===== config.mk =====
export PLATFORM = sky130hd
export DESIGN_NAME = int16_sliding_window_average
export DESIGN_NICKNAME = d
export VERILOG_FILES = /design/src/swa_pkg.sv /design/src/int16_sliding_window_average.sv /design/src/swa_ctrl.sv /design/src/swa_dp.sv
export SDC_FILE = /design/constraint.sdc
export NUM_CORES = 1
export LEC_CHECK = 0
export CAP_MARGIN = 20
export CELL_PAD_IN_SITES_DETAIL_PLACEMENT = 1
export CELL_PAD_IN_SITES_GLOBAL_PLACEMENT = 2
export CORE_ASPECT_RATIO = 0.6
export CORE_UTILIZATION = 45
export CTS_CLUSTER_SIZE = 28
export DETAILED_ROUTE_END_ITERATION = 7
export DONT_BUFFER_PORTS = 1
export GPL_TIMING_DRIVEN = 0
export PLACE_DENSITY = 0.75
export SLEW_MARGIN = 30
export SYNTH_ARGS = -nofsm -noshare
export SYNTH_HDL_FRONTEND = slang
export SYNTH_SLANG_ARGS = --single-unit

===== constraint.sdc =====
create_clock -name clk -period 5.9 [get_ports clk]
set_input_delay 1.77 -clock clk [delete_from_list [all_inputs] [get_ports clk]]
set_output_delay 1.77 -clock clk [all_outputs]
set_load 0.1 [all_outputs]

===== src/swa_pkg.sv =====
`timescale 1ns / 1ps
// ----------------------------------------------------------------------------
// swa_pkg
// Shared constants and controller/datapath interface types for the
// sliding window averager.
// ----------------------------------------------------------------------------
package swa_pkg;

	localparam int DEPTH     = 64;                  // sample slots
	localparam int AW        = $clog2(DEPTH);       // slot address
	localparam int CNT_W     = $clog2(DEPTH + 1);   // counts 0..DEPTH
	localparam int CFG_W     = 7;                   // register data width
	localparam int CFG_IDX_W = 2;
	localparam int SMP_W     = 16;
	localparam int SUM_W     = SMP_W + AW;          // exact window sum
	localparam int DIV_STEPS = SUM_W;
	localparam int DCNT_W    = $clog2(DIV_STEPS + 1);
	localparam int OUT_W     = 32;                  // result tdata, byte padded

	localparam logic [CFG_IDX_W-1:0] REG_BUF_LEN = CFG_IDX_W'(0);
	localparam logic [CFG_IDX_W-1:0] REG_WIN_LEN = CFG_IDX_W'(1);

	localparam logic OP_PUSH  = 1'b0;
	localparam logic OP_CLEAR = 1'b1;

	typedef struct packed {
		logic load;        // capture input beat
		logic update;      // write sample / clear, move pointer and count
		logic sum_start;   // set up window read
		logic sum_step;    // one read and accumulate
		logic div_start;   // load divider
		logic div_step;    // one quotient bit
		logic out_load;    // load result register
	} swa_cmd_t;

	typedef struct packed {
		logic sum_done;
		logic div_done;
	} swa_status_t;

endpackage


===== src/int16_sliding_window_average.sv =====
`timescale 1ns / 1ps
// ----------------------------------------------------------------------------
// int16_sliding_window_average
// Moving average of signed 16-bit samples over a configurable window.
// ----------------------------------------------------------------------------
// Each input beat (tuser = op: push or clear, tdata = sample) yields one
// result beat. Items are handled one at a time: a beat runs a serial read
// of its window, w samples where w is the number of samples averaged (up to
// 64), from the sample store (one sample per cycle), then a 22-step
// restoring divide. The next beat is accepted
// while a finished result still waits on the output. Configuration writes
// are always accepted and must only be made while the block is idle;
// writing buffer_length empties the store.
module int16_sliding_window_average (
	input  logic                          clk,
	input  logic                          arst_n,
	input  logic                          s_tvalid,
	output logic                          s_tready,
	input  logic [15:0]                   s_tdata,   // [15:0] sample
	input  logic [0:0]                    s_tuser,   // [0] op
	output logic                          m_tvalid,
	input  logic                          m_tready,
	// [15:0] average, [22:16] fill_count, [23] is_empty, [24] is_full, rest zero
	output logic [swa_pkg::OUT_W-1:0]     m_tdata,
	input  logic                          cfg_valid,
	output logic                          cfg_ready,
	input  logic [swa_pkg::CFG_IDX_W-1:0] cfg_index,
	input  logic [swa_pkg::CFG_W-1:0]     cfg_data
);
	import swa_pkg::*;

	swa_cmd_t    cmd;
	swa_status_t status;

	assign cfg_ready = 1'b1;

	swa_ctrl u_ctrl (
		.clk       (clk),
		.arst_n    (arst_n),
		.in_valid  (s_tvalid),
		.in_ready  (s_tready),
		.out_valid (m_tvalid),
		.out_ready (m_tready),
		.status    (status),
		.cmd       (cmd)
	);

	swa_dp u_dp (
		.clk       (clk),
		.arst_n    (arst_n),
		.cmd       (cmd),
		.status    (status),
		.cfg_we    (cfg_valid && cfg_ready),
		.cfg_idx   (cfg_index),
		.cfg_wdata (cfg_data),
		.in_op     (s_tuser[0]),
		.in_sample (s_tdata),
		.out_data  (m_tdata)
	);

endmodule


===== src/swa_ctrl.sv =====
`timescale 1ns / 1ps
// ----------------------------------------------------------------------------
// swa_ctrl
// Sequencer: walks one beat through store update, window sum, divide and
// result load; owns the result valid flag.
// ----------------------------------------------------------------------------
module swa_ctrl (
	input  logic                 clk,
	input  logic                 arst_n,
	input  logic                 in_valid,
	output logic                 in_ready,
	output logic                 out_valid,
	input  logic                 out_ready,
	input  swa_pkg::swa_status_t status,
	output swa_pkg::swa_cmd_t    cmd
);
	import swa_pkg::*;

	typedef enum logic [2:0] {
		ST_IDLE,
		ST_UPDATE,
		ST_PREP,
		ST_SUM,
		ST_DIV_INIT,
		ST_DIV,
		ST_OUT
	} state_t;

	state_t state_q;
	logic   out_valid_q;
	logic   out_free;

	assign out_free  = !out_valid_q || out_ready;
	assign in_ready  = (state_q == ST_IDLE);
	assign out_valid = out_valid_q;

	always_comb begin
		cmd = '0;
		case (state_q)
			ST_IDLE:     cmd.load      = in_valid;
			ST_UPDATE:   cmd.update    = 1'b1;
			ST_PREP:     cmd.sum_start = 1'b1;
			ST_SUM:      cmd.sum_step  = 1'b1;
			ST_DIV_INIT: cmd.div_start = 1'b1;
			ST_DIV:      cmd.div_step  = !status.div_done;
			ST_OUT:      cmd.out_load  = out_free;
			default:     cmd = '0;
		endcase
	end

	always_ff @(posedge clk or negedge arst_n) begin
		if (!arst_n) begin
			state_q     <= ST_IDLE;
			out_valid_q <= 1'b0;
		end else begin
			// a new result may replace the one taken in the same cycle
			if (state_q == ST_OUT && out_free)
				out_valid_q <= 1'b1;
			else if (out_valid_q && out_ready)
				out_valid_q <= 1'b0;
			case (state_q)
				ST_IDLE:     if (in_valid) state_q <= ST_UPDATE;
				ST_UPDATE:   state_q <= ST_PREP;
				ST_PREP:     state_q <= ST_SUM;
				ST_SUM:      if (status.sum_done) state_q <= ST_DIV_INIT;
				ST_DIV_INIT: state_q <= ST_DIV;
				ST_DIV:      if (status.div_done) state_q <= ST_OUT;
				ST_OUT:      if (out_free) state_q <= ST_IDLE;
				default:     state_q <= ST_IDLE;
			endcase
		end
	end

endmodule


===== src/swa_dp.sv =====
`timescale 1ns / 1ps
// ----------------------------------------------------------------------------
// swa_dp
// Datapath: configuration registers, circular sample store, serial window
// accumulator, restoring divider and result register.
// ----------------------------------------------------------------------------
module swa_dp (
	input  logic                           clk,
	input  logic                           arst_n,
	input  swa_pkg::swa_cmd_t              cmd,
	output swa_pkg::swa_status_t           status,
	input  logic                           cfg_we,
	input  logic [swa_pkg::CFG_IDX_W-1:0]  cfg_idx,
	input  logic [swa_pkg::CFG_W-1:0]      cfg_wdata,
	input  logic                           in_op,
	input  logic [swa_pkg::SMP_W-1:0]      in_sample,
	output logic [swa_pkg::OUT_W-1:0]      out_data
);
	import swa_pkg::*;

	localparam int REM_W = CNT_W;

	// configuration and store state
	logic [CFG_W-1:0] buf_len_q, win_len_q;
	logic [AW-1:0]    wp_q;
	logic [CNT_W-1:0] held_q;
	logic [SMP_W-1:0] mem [DEPTH];

	// captured beat
	logic             op_q;
	logic [SMP_W-1:0] smp_q;

	// window read
	logic [AW-1:0]          rd_idx_q;
	logic [CNT_W-1:0]       rd_cnt_q;
	logic [CNT_W-1:0]       w_q;
	logic                   rd_vld_s1;
	logic [SMP_W-1:0]       rd_data_s1;
	logic signed [SUM_W-1:0] acc_q;

	// divider
	logic [REM_W-1:0]  rem_q;
	logic [SUM_W-1:0]  quo_q;
	logic [DCNT_W-1:0] div_cnt_q;
	logic              neg_q;

	logic [OUT_W-1:0] out_q;

	logic [CNT_W-1:0] eff_len, eff_win, win_w, wp_next;
	logic [SUM_W-1:0] acc_mag, quo_signed;
	logic [REM_W:0]   rem_sh, trial;
	logic [SMP_W-1:0] avg;

	always_comb begin
		if (buf_len_q == '0)
			eff_len = CNT_W'(1);
		else if (buf_len_q > CFG_W'(DEPTH))
			eff_len = CNT_W'(DEPTH);
		else
			eff_len = CNT_W'(buf_len_q);

		if (win_len_q == '0)
			eff_win = CNT_W'(1);
		else if (CNT_W'(win_len_q) > eff_len || win_len_q > CFG_W'(DEPTH))
			eff_win = eff_len;
		else
			eff_win = CNT_W'(win_len_q);

		win_w   = (eff_win > held_q) ? held_q : eff_win;
		wp_next = CNT_W'(wp_q) + CNT_W'(1);
	end

	assign acc_mag    = acc_q[SUM_W-1] ? SUM_W'(~acc_q + 1'b1) : SUM_W'(acc_q);
	assign rem_sh     = {rem_q, quo_q[SUM_W-1]};
	assign trial      = rem_sh - {1'b0, w_q};
	assign quo_signed = neg_q ? (~quo_q + 1'b1) : quo_q;
	assign avg        = (w_q == '0) ? '0 : quo_signed[SMP_W-1:0];

	assign status.sum_done = (rd_cnt_q == '0) && !rd_vld_s1;
	assign status.div_done = (div_cnt_q == '0);
	assign out_data        = out_q;

	// control state of the store
	always_ff @(posedge clk or negedge arst_n) begin
		if (!arst_n) begin
			buf_len_q <= CFG_W'(DEPTH);
			win_len_q <= CFG_W'(64);
			wp_q      <= '0;
			held_q    <= '0;
			rd_vld_s1 <= 1'b0;
			rd_cnt_q  <= '0;
			div_cnt_q <= '0;
		end else begin
			if (cfg_we && cfg_idx == REG_BUF_LEN) begin
				buf_len_q <= cfg_wdata;
				wp_q      <= '0;   // new length starts a fresh store
				held_q    <= '0;
			end
			if (cfg_we && cfg_idx == REG_WIN_LEN)
				win_len_q <= cfg_wdata;

			if (cmd.update) begin
				if (op_q == OP_CLEAR) begin
					wp_q   <= '0;
					held_q <= '0;
				end else begin
					wp_q <= (wp_next == eff_len) ? '0 : wp_q + 1'b1;
					if (held_q < eff_len)
						held_q <= held_q + 1'b1;
				end
			end

			rd_vld_s1 <= cmd.sum_step && (rd_cnt_q != '0);
			if (cmd.sum_start)
				rd_cnt_q <= win_w;
			else if (cmd.sum_step && rd_cnt_q != '0)
				rd_cnt_q <= rd_cnt_q - 1'b1;

			if (cmd.div_start)
				div_cnt_q <= DCNT_W'(DIV_STEPS);
			else if (cmd.div_step)
				div_cnt_q <= div_cnt_q - 1'b1;
		end
	end

	// sample store: one write port, one registered read port
	always_ff @(posedge clk) begin
		if (cmd.update && op_q == OP_PUSH)
			mem[wp_q] <= smp_q;
		rd_data_s1 <= mem[rd_idx_q];
	end

	// payload
	always_ff @(posedge clk) begin
		if (cmd.load) begin
			op_q  <= in_op;
			smp_q <= in_sample;
		end

		if (cmd.sum_start) begin
			w_q      <= win_w;
			acc_q    <= '0;
			rd_idx_q <= (wp_q == '0) ? AW'(eff_len - 1'b1) : wp_q - 1'b1;
		end else begin
			if (cmd.sum_step && rd_cnt_q != '0)
				rd_idx_q <= (rd_idx_q == '0) ? AW'(eff_len - 1'b1) : rd_idx_q - 1'b1;
			if (rd_vld_s1)
				acc_q <= acc_q + {{(SUM_W-SMP_W){rd_data_s1[SMP_W-1]}}, rd_data_s1};
		end

		if (cmd.div_start) begin
			neg_q <= acc_q[SUM_W-1];
			quo_q <= acc_mag;
			rem_q <= '0;
		end else if (cmd.div_step) begin
			if (!trial[REM_W]) begin
				rem_q <= trial[REM_W-1:0];
				quo_q <= {quo_q[SUM_W-2:0], 1'b1};
			end else begin
				rem_q <= rem_sh[REM_W-1:0];
				quo_q <= {quo_q[SUM_W-2:0], 1'b0};
			end
		end

		if (cmd.out_load)
			out_q <= {(OUT_W-SMP_W-CNT_W-2)'(0), (held_q == eff_len), (held_q == '0),
				held_q, avg};
	end

endmodule


# After elaboration in Yosys (flattened, before gate mapping)
# Memories as Yosys holds them, arrays and structs flattened. A register that Yosys moved wholly into a read port is not among the register bits.
# Index checks and enable logic that the tools add are counted.
[classes] n_addsub=12 magnitude_cmp=5 n_eq_ne=13 n_mux=43 bitwise_logic=3 n_reduce_logical=28
[op_table] cell="$mux 7" n=12
[op_table] cell="$mux 22" n=3
[op_table] cell="$mux 6" n=8
[op_table] cell="$logic_not 7->1" n=5
[op_table] cell="$add 22x1->22 const B" n=1
[op_table] cell="$add 22x22->22" n=1
[op_table] cell="$not 22->22" n=1
[op_table] cell="$pmux 3 s7" n=1
[op_table] cell="$sub 6x1->6 const B" n=3
[op_table] cell="$add 16x1->16 const B" n=1
[op_table] cell="$mux 16" n=1
[op_table] cell="$not 16->16" n=1
[op_table] cell="$eq 7x7->1" n=2
[op_table] cell="$gt 7x7->1" n=2
[op_table] cell="$gt 7x7->1 const B" n=2
[op_table] cell="$logic_not 6->1" n=2
[op_table] cell="$mux 1" n=12
[op_table] cell="$mux 3" n=4
[op_table] cell="$mux 5" n=2
[op_table] cell="$eq 3x3->1 const B" n=3
[op_table] cell="$reduce_bool 2->1" n=4
[op_table] cell="$sub 8x7->8" n=1
[op_table] cell="$add 6x1->7 const B" n=1
[op_table] cell="$add 7x1->7 const B" n=1
[op_table] cell="other kinds (18)" n=30
[word_totals] ff_bits=151 mem_bits_rw=1024 in_bits=31 out_inout_bits=35 elab_cells=124 mem_count=1
[mem_list] memory="u_dp.mem" depth=64 word_bits=16 rd=1 rd_clocked_by_memory_dff=1 write_ports=1 line="swa_dp.sv:27" source="logic [SMP_W-1:0] mem [DEPTH];"

# Logic depth before layout (Yosys ltp)
# Gate-level depths: netlist (run 1).
[depth] ltp_word=10 depth_mapped=20 mapped_depth_nobuf=18

# Cells and area by module
# A second synthesis (run 1) with hierarchy kept.
[hier_totals] cells_unflattened=2674 area_unflattened_um2=49337.3
[by_module_without_submodules] mod="swa_dp" instances=1 cells_per_inst=2640 area_each_um2=49043.3 seq_area_each_um2=34996.1
[by_module_without_submodules] mod="swa_ctrl" instances=1 cells_per_inst=32 area_each_um2=282.8 seq_area_each_um2=100.1
[by_module_without_submodules] mod="int16_sliding_window_average" instances=1 cells_per_inst=2 area_each_um2=11.3 seq_area_each_um2=0.0

# Least setup slack after synthesis (run 1)
# OpenSTA, ideal clock, no wires.
[synth_timing] path_type="reg2out" from="register u_ctrl.state_q[0]" to="output s_tready" t_arrival_ns=2.705 t_required_ns=4.130 setup_slack_ns=1.425 stages_incl_launch_ff=3 path_buffers=1 path_cell_list="dfrtp_1 clkbuf_1 nor3_1"
[synth_via] elab_chain_len=1
[synth_rtl] item="start, declared" line="swa_ctrl.sv:29" source="state_t state_q;"
[synth_rtl] item="start signal, assigned" line="swa_ctrl.sv:53" source="state_q <= ST_IDLE;"
[synth_rtl] item="start signal, assigned" line="swa_ctrl.sv:62" source="ST_IDLE: if (in_valid) state_q <= ST_UPDATE;"
[synth_rtl] item="start signal, assigned" line="swa_ctrl.sv:63" source="ST_UPDATE: state_q <= ST_PREP;"
[synth_rtl] item="$logic_not 3->1" line="swa_ctrl.sv:34" source="assign in_ready = (state_q == ST_IDLE);"
[synth_rtl] item="end, declared" line="int16_sliding_window_average.sv:18" source="output logic s_tready,"
# Every way passes these cells.

# Final worst setup path (run 1)
[layout_timing] from="register u_dp.buf_len_q[6]" to="register u_dp.rd_cnt_q[3]"
[layout_via] elab_chain_len=10 word_cells_on_any_way=11 cone_classes="order compare (3); mux (6); reduce/logical (2)"
[layout_rtl] item="start, declared" line="swa_dp.sv:24" source="logic [CFG_W-1:0] buf_len_q, win_len_q;"
[layout_rtl] item="start signal, assigned" line="swa_dp.sv:86" source="buf_len_q <= CFG_W'(DEPTH);"
[layout_rtl] item="start signal, assigned" line="swa_dp.sv:95" source="buf_len_q <= cfg_wdata;"
[layout_rtl] item="$gt 7x7->1" line="swa_dp.sv:57" source="else if (buf_len_q > CFG_W'(DEPTH))"
[layout_rtl] item="$mux 7" line="swa_dp.sv:57"
[layout_rtl] item="$mux 7 (*)" line="swa_dp.sv:55" source="if (buf_len_q == '0)"
[layout_rtl] item="$gt 7x7->1" line="swa_dp.sv:64" source="else if (CNT_W'(win_len_q) > eff_len || win_len_q > CFG_W'(DEPTH))"
[layout_rtl] item="$logic_or 1x1->1" line="swa_dp.sv:64"
[layout_rtl] item="$mux 7 (*)" line="swa_dp.sv:64"
[layout_rtl] item="$mux 7 (*)" line="swa_dp.sv:62" source="if (win_len_q == '0)"
[layout_rtl] item="$gt 7x7->1" line="swa_dp.sv:69" source="win_w = (eff_win > held_q) ? held_q : eff_win;"
[layout_rtl] item="$mux 7 (*)" line="swa_dp.sv:69"
[layout_rtl] item="$mux 7 (*)" line="swa_dp.sv:114" source="if (cmd.sum_start)"
[layout_rtl] item="end signal, assigned" line="swa_dp.sv:115" source="rd_cnt_q <= win_w;"
[layout_rtl] item="end signal, assigned" line="swa_dp.sv:117" source="rd_cnt_q <= rd_cnt_q - 1'b1;"
[layout_rtl] item="end, declared" line="swa_dp.sv:35" source="logic [CNT_W-1:0] rd_cnt_q;"
# Mark *: on every way between the ends. The rest lies on a longest branch, timed or not.
# A chain may end at the register's enable or synchronous reset.

==> results of run 1 <==
worst paths after layout:
check | slack (ns) | from | depth (start not counted) | end
max in group asynchronous | 4.97 | arst_n | 0 | u_dp.buf_len_q[6]$_DFFE_PN1P_
min in group asynchronous | 0.73 | arst_n | 0 | u_dp.win_len_q[1]$_DFFE_PN0P_
worst min-delay path | 0.49 | u_dp.rem_q[3]$_SDFFE_PP0P_ | 2 | u_dp.rem_q[3]$_SDFFE_PP0P_
worst max-delay path | 0.27 | u_dp.buf_len_q[6]$_DFFE_PN1P_ | 20 | u_dp.rd_cnt_q[3]$_DFFE_PN0P_
worst min register to register | 0.49 | u_dp.rem_q[3]$_SDFFE_PP0P_ | 2 | u_dp.rem_q[3]$_SDFFE_PP0P_
worst max register to register | 0.27 | u_dp.buf_len_q[6]$_DFFE_PN1P_ | 20 | u_dp.rd_cnt_q[3]$_DFFE_PN0P_
cell usage in the layout (no fill, tap or decap), drive strengths merged, types with 41 or more instances in the layout:
| cell type | synthesis | layout |
|---|---|---|
| a21oi | 51 | 51 |
| buf | 59 | 148 |
| clkbuf | 77 | 214 |
| dfrtp | 42 | 42 |
| dfxtp | 45 | 45 |
| edfxtp | 1102 | 1102 |
| ha | 63 | 63 |
| inv | 52 | 56 |
| mux4 | 336 | 336 |
| nand2 | 131 | 131 |
| nor2 | 135 | 135 |
| o21ai | 99 | 99 |
| xnor2 | 41 | 41 |
metal layers:
metal | up-vias | part of all wire | global-route usage
li1 | 10900 | - | -
met1 | 14300 | 0.47 | 0.401
met2 | 1071 | 0.41 | 0.335
met3 | 161 | 0.10 | 0.0715
met4 | 4 | 0.017 | 0.0517
met5 | - | 0.00020 | 0
cell families (layout without fill, tap and decap cells):
logic type | count (synthesis) | count (layout)
xor gates and xnor gates | 75 | 75
and+or+nand+nor | 429 | 429
other | 2 | 8
DFF | 1191 | 1191
adders and majority gates | 66 | 66
buffers and inverters | 190 | 482
AOI/OAI and AO/OA | 253 | 253
muxes | 367 | 367
worst min-delay path, delay by kind of cell, from the launching register on:
kind / cells / cell delay [ns]
compound gates: 1 / 0.05
simple gates: 1 / 0.06
flops: 1 / 0.33
registers in the layout, indices dropped and copies added (netlist names), 3 cells and up:
| register | cells |
|---|---|
| u_dp.out_data | 25 |
| u_dp.rd_cnt_q | 7 |
| u_dp.div_cnt_q | 5 |
| u_dp.acc_q | 22 |
| u_dp.buf_len_q | 7 |
| u_dp.rd_data_s1 | 16 |
| u_dp.rem_q | 7 |
| u_dp.smp_q | 16 |
| u_dp.mem | 1024 |
| u_ctrl.state_q | 3 |
| u_dp.wp_q | 6 |
| u_dp.win_len_q | 7 |
| u_dp.quo_q | 22 |
| u_dp.rd_idx_q | 6 |
| u_dp.held_q | 7 |
| u_dp.w_q | 7 |
cell type report:
class / count / area (um^2) / area share
clock buffer: 136 / 2840 / 0.0507
multi-input combinational: 1198 / 13400 / 0.239
timing repair buffer: 90 / 1100 / 0.0197
tap: 1425 / 1780 / 0.0319
buffer: 136 / 633 / 0.0113
sequential: 1191 / 35100 / 0.627
clock inverter: 66 / 917 / 0.0164
inverter: 54 / 204 / 0.00364
through the flow:
| stage | instances | setup WS [ns] | power [mW] | utilization |
|---|---|---|---|---|
| after floorplan | 2579 | 1.43 | 15.9 | - |
| after global placement | 4004 | 0.428 | 18.6 | 0.472 |
| after detailed placement | 4094 | 0.0212 | 19.0 | 0.485 |
| after CTS | 4296 | 0.185 | 26.6 | 0.520 |
| after global routing | 4296 | 0.00290 | 27.5 | 0.520 |
| final | 4296 | 0.275 | 26.5 | 0.520 |
power by group through the flow:
| stage | Sequential, mW | Combinational (mW) | Clock (mW) |
|---|---|---|---|
| 3_5_place_dp | 11.0 | 8.05 | 0 |
| 5_1_grt | 10.8 | 8.70 | 7.97 |
| 2_1_floorplan | 10.9 | 5.02 | 0 |
| 6_report | 10.8 | 8.14 | 7.59 |
| 3_3_place_gp | 11.2 | 7.37 | 0 |
| 4_1_cts | 10.8 | 8.11 | 7.69 |
what timing repair did:
action	in CTS	in global routing
setup endpoints to repair	2	10
gates cloned	0	0
gates resized for setup	1	3
==> flow_results.xml, run 1 <==
<?xml version="1.0" encoding="UTF-8"?>
<metrics>
  <group name="clocking">
    <metric name="tritoncts.num_buffers" unit="">108</metric>
    <metric name="cts.hold.buffers_added" unit="">0</metric>
    <metric name="tritoncts" unit="">done</metric>
    <metric name="clk_path_buf_depth" unit="">3</metric>
    <metric name="post-cts-setup-buffer-count" unit="">0</metric>
    <metric name="clock_latency" unit="ns">0.74</metric>
    <metric name="cts_max_level" unit="">3</metric>
    <metric name="clockRootBuffer" unit="">sky130_fd_sc_hd__clkbuf_16</metric>
    <metric name="number_of_sinks_on_the_clock_net" unit="">1191</metric>
    <metric name="clk_pin_slew" unit="ns">0.07</metric>
  </group>
  <group name="yosys">
    <metric name="synth.most_common_cell" unit="">sky130_fd_sc_hd__edfxtp_1</metric>
    <metric name="area_share_of_the_largest_cell_type_after_synthesis" unit="">0.677</metric>
    <metric name="syn-mean-instance-area" unit="um^2">19.0</metric>
    <metric name="synth_enable_flop_cells" unit="">1102</metric>
    <metric name="yosysWarningCount" unit="">0</metric>
    <metric name="syn_area" unit="um^2">48900</metric>
    <metric name="synth_common_cells" unit="">sky130_fd_sc_hd__edfxtp_1, sky130_fd_sc_hd__mux4_2, sky130_fd_sc_hd__nor2_1</metric>
    <metric name="synth_seq_area_share" unit="">0.718</metric>
    <metric name="post_synth_and_or_nand_nor_area_fraction" unit="">0.0412</metric>
    <metric name="synthDistinctLibCells" unit="">73</metric>
    <metric name="synth_xor_xnor_area_share" unit="">0.0134</metric>
    <metric name="yosys-mux-area-fraction" unit="">0.161</metric>
    <metric name="netlist.top_cell.by_area" unit="">sky130_fd_sc_hd__edfxtp_1</metric>
    <metric name="synth_top_family_by_area" unit="">multiplexers</metric>
    <metric name="synthTopCellsByArea" unit="">sky130_fd_sc_hd__edfxtp_1, sky130_fd_sc_hd__mux4_2, sky130_fd_sc_hd__dfrtp_1, sky130_fd_sc_hd__dfxtp_1, sky130_fd_sc_hd__ha_1</metric>
    <metric name="netlist_instances" unit="">2573</metric>
    <metric name="synth-seq-cells" unit="">1191</metric>
    <metric name="yosys.area_share.adder" unit="">0.0171</metric>
    <metric name="ys.flop_type" unit="">sky130_fd_sc_hd__edfxtp_1</metric>
    <metric name="asyncSetResetFlopFracSynth" unit="">0.0369</metric>
    <metric name="synth-compound-area-share" unit="">0.0323</metric>
  </group>
  <group name="power_and_ir_drop">
    <metric name="switchingPower" unit="mW">8.91</metric>
    <metric name="share_of_total_power_in_sequential_cells" unit="">0.407</metric>
    <metric name="powerDensity" unit="nW/um^2">474</metric>
    <metric name="maximum_vdd_drop" unit="V">0.000325</metric>
    <metric name="swShare" unit="">0.336</metric>
    <metric name="power.internal" unit="mW">17.6</metric>
    <metric name="clock_share_of_power" unit="">0.286</metric>
    <metric name="combPwrFrac" unit="">0.307</metric>
    <metric name="lkg_pwr" unit="nW">18.1</metric>
  </group>
  <group name="detailed_routing">
    <metric name="ant_nets" unit="">0</metric>
    <metric name="dr_total_vias" unit="">26400</metric>
    <metric name="route.final.wire_length" unit="mm">135</metric>
    <metric name="wire_per_inst" unit="um">31.4</metric>
    <metric name="drt-pass1-iter-count" unit="">7</metric>
    <metric name="post-route-drc-count" unit="">0</metric>
    <metric name="routed_via_density" unit="">6.14</metric>
    <metric name="detailedRoute.firstIterationViolations" unit="">3137</metric>
  </group>
  <group name="setup_path">
    <metric name="critPathArrivalTime" unit="ns">6.25</metric>
    <metric name="timing.critical_path.max_delay_family" unit="">compound AO/OA/AOI/OAI gates</metric>
    <metric name="cp_cell_sequence" unit="">clkbuf_1, inv_2, clkbuf_2, nand2_1, ha_1, nor2b_1, o21ai_1, a21oi_1, o21a_1, maj3_1, a32oi_2, inv_1, ha_1, nor2b_1, o21ai_1, a21oi_1, o31ai_2, clkbuf_1, nor2_1, o31ai_1</metric>
    <metric name="critical_path.max_fanout" unit="">11</metric>
    <metric name="cpMaxStageDelayCell" unit="">sky130_fd_sc_hd__dfstp_2</metric>
    <metric name="buffer_and_inverter_count_on_the_worst_path" unit="">5</metric>
    <metric name="worstPathRequired" unit="ns">6.53</metric>
    <metric name="worst_setup_path_end_kind" unit="">flip-flop</metric>
    <metric name="timing.critical_path.slowest_cell_delay" unit="ns">0.52</metric>
    <metric name="startpoint_type" unit="">flip-flop</metric>
    <metric name="worstSetupPathType" unit="">flip-flop to flip-flop</metric>
  </group>
  <group name="final_layout">
    <metric name="area_growth" unit="%">14.4</metric>
    <metric name="final_area" unit="um^2">56000</metric>
    <metric name="fillers" unit="">9645</metric>
    <metric name="insertedDiodeCount" unit="">0</metric>
    <metric name="design.final.nets" unit="">2875</metric>
    <metric name="drive_gt1_frac" unit="">0.256</metric>
  </group>
  <group name="floorplan">
    <metric name="die_width" unit="um">428</metric>
    <metric name="rows" unit="">93</metric>
    <metric name="die_area" unit="um^2">110000</metric>
    <metric name="die_h" unit="um">257</metric>
    <metric name="core" unit="um^2">108000</metric>
    <metric name="design.portCount" unit="">66</metric>
    <metric name="start_util" unit="">0.455</metric>
  </group>
  <group name="placed_design">
    <metric name="postPlaceCellArea" unit="um^2">52200</metric>
    <metric name="gpl.final_weighted_congestion" unit="">0.834</metric>
    <metric name="buffer_ports.inserted" unit="">0</metric>
    <metric name="hpwl" unit="mm">96.9</metric>
  </group>
  <group name="timing">
    <metric name="timing.final.crit_share" unit="">0.953</metric>
    <metric name="period_needed" unit="ns">5.63</metric>
    <metric name="drv_slew" unit="">0</metric>
    <metric name="timing.final.hold_violations" unit="">0</metric>
    <metric name="setup_viol_count_final" unit="">0</metric>
    <metric name="unrepaired_setup_endpoints_after_global_routing" unit="">no</metric>
    <metric name="worst_hold_slack" unit="ns">0.487</metric>
    <metric name="worstMarginPinSlew" unit="ns">1.08</metric>
    <metric name="totalNegativeSetupSlack" unit="ns">0</metric>
    <metric name="clock-skew-final" unit="ns">0.0288</metric>
    <metric name="clock.fmax" unit="MHz">178</metric>
    <metric name="worst_slew_margin_rel" unit="">0.282</metric>
  </group>
  <group name="status">
    <metric name="run_status" unit="">completed</metric>
  </group>
  <group name="global_routing">
    <metric name="initial_antenna_violation_count" unit="">10</metric>
    <metric name="gr-total-overflow" unit="">0</metric>
    <metric name="pin_count_of_the_biggest_net_entering_global_routing" unit="">45</metric>
    <metric name="groute.usage.overall" unit="">0.250</metric>
    <metric name="grt_first_pass_wirelength" unit="mm">195</metric>
    <metric name="first_global_vias" unit="">26700</metric>
  </group>
  <group name="job">
    <metric name="drv.max_cap_violation_count" unit="">0</metric>
  </group>
  <group name="min_path">
    <metric name="worstHoldPathType" unit="">flip-flop to flip-flop</metric>
  </group>
</metrics>
No activity file was read; power rests on OpenSTA's default activity.
==> run 2: changes to the inputs <==
--- a/config.mk
+++ b/config.mk
@@ -5,16 +5,17 @@
 export SDC_FILE = /design/constraint.sdc
 export NUM_CORES = 1
 export LEC_CHECK = 0
+export ABC_AREA = 1
 export CAP_MARGIN = 20
 export CELL_PAD_IN_SITES_DETAIL_PLACEMENT = 1
 export CELL_PAD_IN_SITES_GLOBAL_PLACEMENT = 2
 export CORE_ASPECT_RATIO = 0.6
-export CORE_UTILIZATION = 45
+export CORE_UTILIZATION = 44
 export CTS_CLUSTER_SIZE = 28
 export DETAILED_ROUTE_END_ITERATION = 7
 export DONT_BUFFER_PORTS = 1
 export GPL_TIMING_DRIVEN = 0
-export PLACE_DENSITY = 0.75
+export PLACE_DENSITY = 0.82
 export SLEW_MARGIN = 30
 export SYNTH_ARGS = -nofsm -noshare
 export SYNTH_HDL_FRONTEND = slang
==> run 2 against run 1 <==
Worst setup slack better by 1.0 ns. Die area up 7.0%. Largest power group is now combinational logic. Synthesized cell count up 75%. Combinational power up 72%. Sequential power about the same.
==> flow_results.xml, run 2 <==
<?xml version="1.0" encoding="UTF-8"?>
<metrics>
  <group name="status">
    <metric name="run_status" unit="">completed</metric>
  </group>
  <group name="global_routing">
    <metric name="gr-total-overflow" unit="">0</metric>
    <metric name="pin_count_of_the_biggest_net_entering_global_routing" unit="">45</metric>
    <metric name="groute.usage.overall" unit="">0.349</metric>
    <metric name="initial_antenna_violation_count" unit="">12</metric>
    <metric name="grt_first_pass_wirelength" unit="mm">288</metric>
    <metric name="first_global_vias" unit="">37700</metric>
  </group>
  <group name="yosys">
    <metric name="yosys.area_share.adder" unit="">0.0162</metric>
    <metric name="netlist_instances" unit="">4507</metric>
    <metric name="yosys-mux-area-fraction" unit="">0</metric>
    <metric name="synth.most_common_cell" unit="">sky130_fd_sc_hd__edfxtp_1</metric>
    <metric name="asyncSetResetFlopFracSynth" unit="">0.0369</metric>
    <metric name="synth_enable_flop_cells" unit="">1102</metric>
    <metric name="synthTopCellsByArea" unit="">sky130_fd_sc_hd__edfxtp_1, sky130_fd_sc_hd__nor2_1, sky130_fd_sc_hd__o21ai_0, sky130_fd_sc_hd__nand3_1, sky130_fd_sc_hd__nand2_1</metric>
    <metric name="syn-mean-instance-area" unit="um^2">11.4</metric>
    <metric name="post_synth_and_or_nand_nor_area_fraction" unit="">0.147</metric>
    <metric name="area_share_of_the_largest_cell_type_after_synthesis" unit="">0.647</metric>
    <metric name="netlist.top_cell.by_area" unit="">sky130_fd_sc_hd__edfxtp_1</metric>
    <metric name="yosysWarningCount" unit="">0</metric>
    <metric name="ys.flop_type" unit="">sky130_fd_sc_hd__edfxtp_1</metric>
    <metric name="synthDistinctLibCells" unit="">48</metric>
    <metric name="synth_seq_area_share" unit="">0.686</metric>
    <metric name="synth_xor_xnor_area_share" unit="">0.00787</metric>
    <metric name="synth_common_cells" unit="">sky130_fd_sc_hd__edfxtp_1, sky130_fd_sc_hd__nor2_1, sky130_fd_sc_hd__o21ai_0</metric>
    <metric name="synth-compound-area-share" unit="">0.102</metric>
    <metric name="synth-seq-cells" unit="">1191</metric>
    <metric name="syn_area" unit="um^2">51200</metric>
    <metric name="synth_top_family_by_area" unit="">simple AND/OR/NAND/NOR gates</metric>
  </group>
  <group name="floorplan">
    <metric name="core" unit="um^2">115000</metric>
    <metric name="die_h" unit="um">266</metric>
    <metric name="design.portCount" unit="">66</metric>
    <metric name="die_width" unit="um">442</metric>
    <metric name="die_area" unit="um^2">118000</metric>
    <metric name="start_util" unit="">0.446</metric>
    <metric name="rows" unit="">96</metric>
  </group>
  <group name="power_and_ir_drop">
    <metric name="swShare" unit="">0.457</metric>
    <metric name="clock_share_of_power" unit="">0.224</metric>
    <metric name="combPwrFrac" unit="">0.442</metric>
    <metric name="switchingPower" unit="mW">14.5</metric>
    <metric name="power.internal" unit="mW">17.2</metric>
    <metric name="share_of_total_power_in_sequential_cells" unit="">0.334</metric>
    <metric name="lkg_pwr" unit="nW">20.7</metric>
    <metric name="powerDensity" unit="nW/um^2">533</metric>
    <metric name="maximum_vdd_drop" unit="V">0.000375</metric>
  </group>
  <group name="timing">
    <metric name="unrepaired_setup_endpoints_after_global_routing" unit="">no</metric>
    <metric name="clock.fmax" unit="MHz">217</metric>
    <metric name="timing.final.crit_share" unit="">0.782</metric>
    <metric name="period_needed" unit="ns">4.61</metric>
    <metric name="drv_slew" unit="">0</metric>
    <metric name="clock-skew-final" unit="ns">0.0183</metric>
    <metric name="timing.final.hold_violations" unit="">0</metric>
    <metric name="totalNegativeSetupSlack" unit="ns">0</metric>
    <metric name="worstMarginPinSlew" unit="ns">1.13</metric>
    <metric name="worst_slew_margin_rel" unit="">0.250</metric>
    <metric name="worst_hold_slack" unit="ns">0.447</metric>
    <metric name="setup_viol_count_final" unit="">0</metric>
    <metric name="setup_slack" unit="ns">1.29</metric>
  </group>
  <group name="clocking">
    <metric name="tritoncts" unit="">done</metric>
    <metric name="cts-resized-gates" unit="">0</metric>
    <metric name="clk_path_buf_depth" unit="">3</metric>
    <metric name="cts.hold.buffers_added" unit="">0</metric>
    <metric name="clock_latency" unit="ns">0.77</metric>
    <metric name="post-cts-setup-buffer-count" unit="">0</metric>
    <metric name="cts_max_level" unit="">3</metric>
    <metric name="number_of_sinks_on_the_clock_net" unit="">1191</metric>
    <metric name="tritoncts.num_buffers" unit="">111</metric>
    <metric name="clockRootBuffer" unit="">sky130_fd_sc_hd__clkbuf_16</metric>
    <metric name="clk_pin_slew" unit="ns">0.07</metric>
  </group>
  <group name="setup_path">
    <metric name="startpoint_type" unit="">flip-flop</metric>
    <metric name="worstPathRequired" unit="ns">6.41</metric>
    <metric name="critical_path.max_fanout" unit="">10</metric>
    <metric name="worst_setup_path_end_kind" unit="">flip-flop</metric>
    <metric name="critPathArrivalTime" unit="ns">5.12</metric>
    <metric name="rr_worst_depth" unit="">20</metric>
    <metric name="worstSetupPathType" unit="">flip-flop to flip-flop</metric>
  </group>
  <group name="job">
    <metric name="drv.max_cap_violation_count" unit="">0</metric>
  </group>
  <group name="min_path">
    <metric name="worstHoldPathType" unit="">flip-flop to flip-flop</metric>
    <metric name="whs_path_depth" unit="">0</metric>
  </group>
  <group name="final_layout">
    <metric name="number_of_flip_flops_in_the_largest_register" unit="">1024</metric>
    <metric name="utilization" unit="">0.518</metric>
    <metric name="layout_commonest_cell" unit="">sky130_fd_sc_hd__edfxtp_1</metric>
    <metric name="layout_common_cells" unit="">sky130_fd_sc_hd__edfxtp_1, sky130_fd_sc_hd__nor2_1, sky130_fd_sc_hd__o21ai_0</metric>
    <metric name="design.final.nets" unit="">4849</metric>
    <metric name="drive_gt1_frac" unit="">0.105</metric>
    <metric name="area_growth" unit="%">16.3</metric>
    <metric name="top_register" unit="">u_dp.mem</metric>
  </group>
  <group name="placed_design">
    <metric name="gpl.final_weighted_congestion" unit="">0.996</metric>
    <metric name="buffer_ports.inserted" unit="">0</metric>
    <metric name="hpwl" unit="mm">155</metric>
    <metric name="dpl_worst_slack" unit="ns">1.27</metric>
  </group>
  <group name="detailed_routing">
    <metric name="dr_total_vias" unit="">39500</metric>
    <metric name="detailedRoute.firstIterationViolations" unit="">6490</metric>
    <metric name="wire_per_inst" unit="um">32.5</metric>
    <metric name="route.final.wire_length" unit="mm">207</metric>
    <metric name="post-route-drc-count" unit="">0</metric>
    <metric name="routed_via_density" unit="">6.21</metric>
    <metric name="drt-pass1-iter-count" unit="">6</metric>
    <metric name="ant_nets" unit="">0</metric>
  </group>
</metrics>
==> run 2: final timing paths <==
path,startpoint,end,slack (ns)
worst max-delay path,u_dp.buf_len_q[6]$_DFFE_PN1P_,u_dp.w_q[5]$_DFFE_PP_,1.29
worst min-delay path,u_dp.acc_q[21]$_SDFFE_PP0P_,u_dp.neg_q$_DFFE_PP_,0.45
worst max register to register,u_dp.buf_len_q[6]$_DFFE_PN1P_,u_dp.w_q[5]$_DFFE_PP_,1.29
worst min register to register,u_dp.acc_q[21]$_SDFFE_PP0P_,u_dp.neg_q$_DFFE_PP_,0.45
max in group asynchronous,arst_n,u_dp.buf_len_q[6]$_DFFE_PN1P_,5.02
min in group asynchronous,arst_n,u_dp.held_q[6]$_DFF_PN0_,0.70
==> run 2: final cells by class <==
| type | count | area (um^2) |
|---|---|---|
| Antenna cell | 2 | 5.00 |
| Inverter | 192 | 726 |
| Fill cell | 12000 | 55300 |
| Clock buffer | 156 | 3040 |
| Timing Repair Buffer | 127 | 2400 |
| Sequential cell | 1191 | 35100 |
| Clock inverter | 54 | 399 |
| Buffer | 254 | 1360 |
| Tap cell | 1519 | 1900 |
| Multi-Input combinational cell | 2876 | 14600 |
==> run 2: routing by layer <==
metal	part of all wire	GRT usage
met1	0.44	0.538
met2	0.37	0.443
met3	0.16	0.145
met4	0.024	0.0802
met5	0.00071	0.00651
==> run 2: through the flow <==
step / instances / area [um^2] / total power [mW]
after global placement: 6032 / 53100 / 23.4
after CTS: 6369 / 59500 / 31.0
after detailed placement: 6159 / 56000 / 24.0
after global routing: 6369 / 59500 / 32.6
after floorplan: 4513 / 51200 / 17.9
final: 6371 / 59500 / 31.7
==> run 2: power by group through the flow <==
stage	combinational [mW]	sequential (mW)	clock (mW)
3_3_place_gp	12.2	11.2	0
6_report	14.0	10.6	7.11
3_5_place_dp	13.2	10.8	0
2_1_floorplan	7.19	10.7	0
4_1_cts	13.3	10.6	7.11
5_1_grt	14.6	10.6	7.39
==> run 2: worst max-delay path, stage by stage, from the launching register on <==
cell and delay [ns]:
sky130_fd_sc_hd__dfstp_2 0.59, sky130_fd_sc_hd__clkinv_1 0.36, sky130_fd_sc_hd__nand2_1 0.43, sky130_fd_sc_hd__ha_1 0.32
sky130_fd_sc_hd__nand2_1 0.07, sky130_fd_sc_hd__nand2_1 0.05, sky130_fd_sc_hd__a21oi_1 0.14, sky130_fd_sc_hd__nand2_1 0.07
sky130_fd_sc_hd__nand2_1 0.21, sky130_fd_sc_hd__nand2_1 0.23, sky130_fd_sc_hd__nand2_1 0.11, sky130_fd_sc_hd__nand3_1 0.19
sky130_fd_sc_hd__inv_1 0.11, sky130_fd_sc_hd__ha_1 0.24, sky130_fd_sc_hd__a21oi_1 0.14, sky130_fd_sc_hd__or2_2 0.12
sky130_fd_sc_hd__nand3_1 0.10, sky130_fd_sc_hd__nand2_1 0.21, sky130_fd_sc_hd__clkbuf_1 0.36, sky130_fd_sc_hd__nand2_1 0.16
sky130_fd_sc_hd__o21a_1 0.14
==> run 2: cells by family (layout without fill, tap and decap cells) <==
| kind of cell | Yosys count | in the layout |
|---|---|---|
| compound gates | 928 | 928 |
| xor+xnor | 46 | 46 |
| fa+ha+maj | 65 | 65 |
| buf+inv | 446 | 783 |
| flops | 1191 | 1191 |
| other cells | 2 | 10 |
| simple gates | 1829 | 1829 |
